$ cat src/rtl/core/assert_macros.svh
// Assertion macros shared by the circle generator RTL.
// Expects clk_i and rst_ni in the scope of the including module.
`ifndef ASSERT_MACROS_SVH
`define ASSERT_MACROS_SVH

// Check a property on every clock edge, skipped while reset is asserted.
`define BCG_ASSERT(lbl, prop, msg) \
  lbl: assert property (@(posedge clk_i) disable iff (!rst_ni) (prop)) \
    else $error(msg);

// Check a property on every clock edge, reset included.
`define BCG_ASSERT_ALWAYS(lbl, prop, msg) \
  lbl: assert property (@(posedge clk_i) (prop)) else $error(msg);

`endif

$ cat src/rtl/core/bcg_pkg.sv
// Shared types and constants of the circle generator.
// No dependencies; imported by every other RTL file but the assertion macro header.
`default_nettype none

package bcg_pkg;

  // Coordinate and arithmetic widths
  localparam int COORD_BITS = 10;
  localparam int OFF_BITS   = COORD_BITS + 1;
  localparam int DEC_BITS   = COORD_BITS + 4;
  localparam int PIX_BITS   = 12;

  // Eight mirrored points per run
  localparam int POINTS     = 8;
  localparam int PT_BITS    = $clog2(POINTS);
  localparam logic [PT_BITS-1:0] LAST_POINT = PT_BITS'(POINTS - 1);

  // Run queue between front and back (power of two)
  localparam int QUEUE_DEPTH = 2;
  localparam int PTR_BITS    = $clog2(QUEUE_DEPTH);

  // Decision constants
  localparam logic [DEC_BITS-1:0] DEC_THREE = DEC_BITS'(3);
  localparam logic [DEC_BITS-1:0] DEC_SIX   = DEC_BITS'(6);
  localparam logic [DEC_BITS-1:0] DEC_TEN   = DEC_BITS'(10);

  // Operation codes
  localparam logic OP_START = 1'b0;
  localparam logic OP_STEP  = 1'b1;

  // One run of eight points: centre, offsets and completion flag
  typedef struct packed {
    logic [COORD_BITS-1:0] cx;
    logic [COORD_BITS-1:0] cy;
    logic [OFF_BITS-1:0]   x;
    logic [OFF_BITS-1:0]   y;
    logic                  done;
  } run_t;

endpackage

`default_nettype wire

$ cat src/rtl/core/bcg_queue.sv
// Short run queue that decouples the command front end from point output.
// Depends on bcg_pkg.
`default_nettype none
`include "assert_macros.svh"

module bcg_queue import bcg_pkg::*; (
  input  logic clk_i,
  input  logic rst_ni,
  input  logic push_i,
  input  run_t push_data_i,
  output logic push_ready_o,
  output logic head_valid_o,
  output run_t head_o,
  input  logic pop_i
);

  run_t                mem_q [QUEUE_DEPTH];
  logic [PTR_BITS-1:0] wr_ptr_q, rd_ptr_q;
  logic [PTR_BITS:0]   cnt_q;

  assign push_ready_o = (cnt_q != (PTR_BITS+1)'(QUEUE_DEPTH));
  assign head_valid_o = (cnt_q != '0);
  assign head_o       = mem_q[rd_ptr_q];

  // Advance pointers and occupancy
  always_ff @(posedge clk_i or negedge rst_ni) begin
    if (!rst_ni) begin
      wr_ptr_q <= '0;
      rd_ptr_q <= '0;
      cnt_q    <= '0;
    end else begin
      if (push_i) wr_ptr_q <= wr_ptr_q + PTR_BITS'(1);
      if (pop_i)  rd_ptr_q <= rd_ptr_q + PTR_BITS'(1);
      if (push_i && !pop_i) begin
        cnt_q <= cnt_q + (PTR_BITS+1)'(1);
      end else if (pop_i && !push_i) begin
        cnt_q <= cnt_q - (PTR_BITS+1)'(1);
      end
    end
  end

  // Store pushed runs
  always_ff @(posedge clk_i) begin
    if (push_i) mem_q[wr_ptr_q] <= push_data_i;
  end

  `BCG_ASSERT(a_no_push_full, push_i |-> push_ready_o, "run pushed into full queue")
  `BCG_ASSERT(a_no_pop_empty, pop_i |-> head_valid_o, "run popped from empty queue")
  `BCG_ASSERT_ALWAYS(a_cnt_range, cnt_q <= (PTR_BITS+1)'(QUEUE_DEPTH), "queue count out of range")

endmodule

`default_nettype wire

$ cat config.mk
export PLATFORM = sky130hd
export DESIGN_NAME = bcg_queue
export DESIGN_NICKNAME = d
export VERILOG_FILES = /design/src/rtl/core/bcg_pkg.sv /design/src/rtl/core/bcg_queue.sv
export VERILOG_INCLUDE_DIRS = /design/src /design/src/rtl/core
export SDC_FILE = /design/constraint.sdc
export NUM_CORES = 1
export LEC_CHECK = 0
export ABC_CLOCK_PERIOD_IN_PS = 2900
export BUFFER_PORTS_ARGS = -buffer_cell sky130_fd_sc_hd__buf_2
export CAP_MARGIN = 40
export CORE_ASPECT_RATIO = 1.1
export CORE_MARGIN = 2
export CORE_UTILIZATION = 49
export CTS_BUF_LIST = sky130_fd_sc_hd__clkbuf_8
export CTS_CLUSTER_DIAMETER = 100
export DETAILED_ROUTE_END_ITERATION = 7
export PLACE_DENSITY = 0.78
export SLEW_MARGIN = 20
export SYNTH_ARGS = -nofsm -noshare
export SYNTH_HDL_FRONTEND = slang
export SYNTH_SLANG_ARGS = --single-unit
$ cat constraint.sdc
create_clock -name clk_i -period 2.9 [get_ports clk_i]
set_input_delay 0.58 -clock clk_i [delete_from_list [all_inputs] [get_ports clk_i]]
set_output_delay 0.58 -clock clk_i [all_outputs]
set_load 0.005 [all_outputs]
==> results_dict.tcl <==
set metrics [dict create \
    status "complete, no violations" \
    dieHeight_um 92.6 \
    syn-num-nets 198 \
    critPathBufInv 2 \
    crit_arrival_ns 1.54 \
    slowest_delay_ns 0.39 \
    drv_cap 0 \
    drc 0 \
    drt_pass1_iterations 4 \
    routed_wl_um 4970 \
    critPathLaunchType "register" \
    fin_worst_skew_ns 0.00645 \
    synthAdderAreaFrac_pct 0.358 \
    rsz0062_at_grt "no" \
    vias 1629 \
    ys_seq_elements 90 \
    grt_pass1_vias 1633 \
    ctsHoldBuffers 0 \
    synthCells 150 \
    vias_per_cell 4.76 \
    dpl.hpwl_um 3490 \
    clockBufferDepth 2 \
    fin_setup_tns_ns 0 \
    multiInputGateArea_um2 724 \
    worst-slew-pin-transition_ns 0.629 \
    synthDistinctLibCells 15 \
    initial_utilization_pct 50.1 \
    met1_usage_pct 15.5 \
    final_hold_viol_count 0 \
    slew_violations 0 \
    gp_congestion 0.682 \
    clock-sinks 90 \
    irDropWorstVdd_mv 0.619 \
    core_mm2 0.00697 \
    yosys.area_share.xor_xnor_pct 1.25 \
    slew_headroom_pct 58.1 \
    synthMuxAreaShare_pct 18.1 \
    synth_top_family_by_area "multiplexers" \
    grt_start_max_net_pins 26 \
    diodes 0 \
    cts.reportedPaths.clkPinSlew_ns 0.08 \
    syn2layout_area_growth_pct 20.7 \
    rows 32 \
    cts_setup_buffers 0 \
    htreeDepth 3 \
    required_ns 2.32 \
    num-fill-cells 541 \
    worstPathMaxFanout 20 \
    cts-root-buf "clkbuf_8" \
    setup_viol_count_final 0 \
    synth-simple-area-share_pct 0.824 \
    path_class "register to output pin" \
    dieArea_mm2 0.00782 \
    cts_tree "done" \
    wl_per_cell_um 14.5 \
    overflow 0 \
    grt_pass1_wl_um 7790 \
    post_cts_resized 0 \
    slowest_stage "mux2_2" \
    path_cells "buf_4 -> mux2_2 -> buf_2" \
    path_delay_family "buffers and inverters" \
    use_met3_pct 4.46 \
    layout_min_cycle_time_ns 2.12 \
    clk_latency_ns 0.34 \
    numCtsBuffers 9 \
    synth_compound_area_share_pct 0 \
    register_area_mm2 0.00268 \
    io_buffers 91 \
    grtUsageTotal_pct 13.4 \
    ios 92 \
    synth.cell_area_mm2 0.00349 \
    cp-end-kind "output pin" \
    grt_antenna_before_repair 0 \
    layout_commonest_cell "buf_2" \
    use_met2_pct 21.9 \
    synth_seq_area_share_pct 76.8 \
    nets 300 \
    cellLeakagePower_uw 0.00172 \
    min_period_over_period_pct 73.2 \
    drive_gt1_share_pct 61.5 \
    power.density_mw_per_mm2 900 \
    avgSynthCellArea_um2 23.3 \
    ant_nets 0 \
    whs_ns 0.0289 \
    top_usage_layer "met2" \
    max_freq_ghz 0.471 \
    hold_class "input port to async pin" \
    drtIter0Drc 43 \
    layout_common_cells "91 x buf_2, 86 x edfxtp_1, 39 x mux2_4" \
    die_x_um 84.5 \
    yosys_warnings 0 \
]
-- flip-flops by register name, summed over array words and instances (netlist names) --
| register | count |
|---|---|
| mem_q | 86 |
| cnt_q | 2 |
| rd_ptr_q | 1 |
| wr_ptr_q | 1 |
-- path summary, 6_finish.rpt --
path / from / endpoint / slack (ns) / cells past startpoint
min reg2reg: cnt_q[1] / cnt_q[1] / 0.50 / 1
max in group asynchronous: rst_ni / rd_ptr_q / 2.73 / 1
min: rst_ni / wr_ptr_q / 0.03 / 1
max reg2reg: wr_ptr_q / mem_q[1][18] / 1.27 / 2
max: rd_ptr_q / head_o[23] / 0.78 / 3
min in group clk_i: push_data_i[13] / mem_q[0][13] / 0.42 / 1
-- metrics by stage --
step | cells | worst slack [ns] | total power (uW) | util [%] | instance area [um^2]
after floorplan | 150 | 0.755 | 2730 | - | 3500
after global placement | 326 | 1.02 | 3030 | 57.8 | 4020
after detailed placement | 326 | 0.979 | 3050 | 57.8 | 4020
after CTS | 342 | 0.740 | 3850 | 60.5 | 4220
after global routing | 342 | 0.697 | 4000 | 60.5 | 4220
final | 342 | 0.776 | 3800 | 60.5 | 4220
-- area by class of cell --
class	count	share of cell area [%]
flip-flops and latches	90	63.6
multi-input cells	54	17.2
repair buffers	96	12.0
clock buffers	9	2.94
well taps	85	2.52
clock inverters	7	1.66
inverters	1	0.0890
-- layer usage --
| layer | share of wire (%) | vias up |
|---|---|---|
| met1 | 40 | 770 |
| met4 | 2.5 | 0 |
| met2 | 50 | 60 |
| met3 | 7.6 | 12 |
| li1 | - | 787 |
| met5 | 0 | - |
-- kinds of logic after synthesis --
logic type	count (synthesis)
muxes	43
DFF	90
xor gates and xnor gates	5
and+or+nand+nor	5
adders and majority gates	1
buffers and inverters	6
-- synthesized netlist by cell type --
cell	instances	area share (%)
buf_12	4	2.3
mux2_2	4	1.3
nor2_1	1	0.11
xnor2_1	1	0.25
ha_1	1	0.36
nand2b_1	1	0.18
edfxtp_1	86	74
dfrtp_1	4	2.9
inv_1	1	0.11
or2_2	1	0.18
buf_6	1	0.32
xor2_1	4	1.0
nor2b_1	1	0.18
mux2_4	39	17
and2_1	1	0.18
-- where the power goes --
part	switching (uW)	internal, uW
registers	77.7	1730
clock network	409	396
logic	509	677
Note: power is estimated with default switching activity, not from simulation.
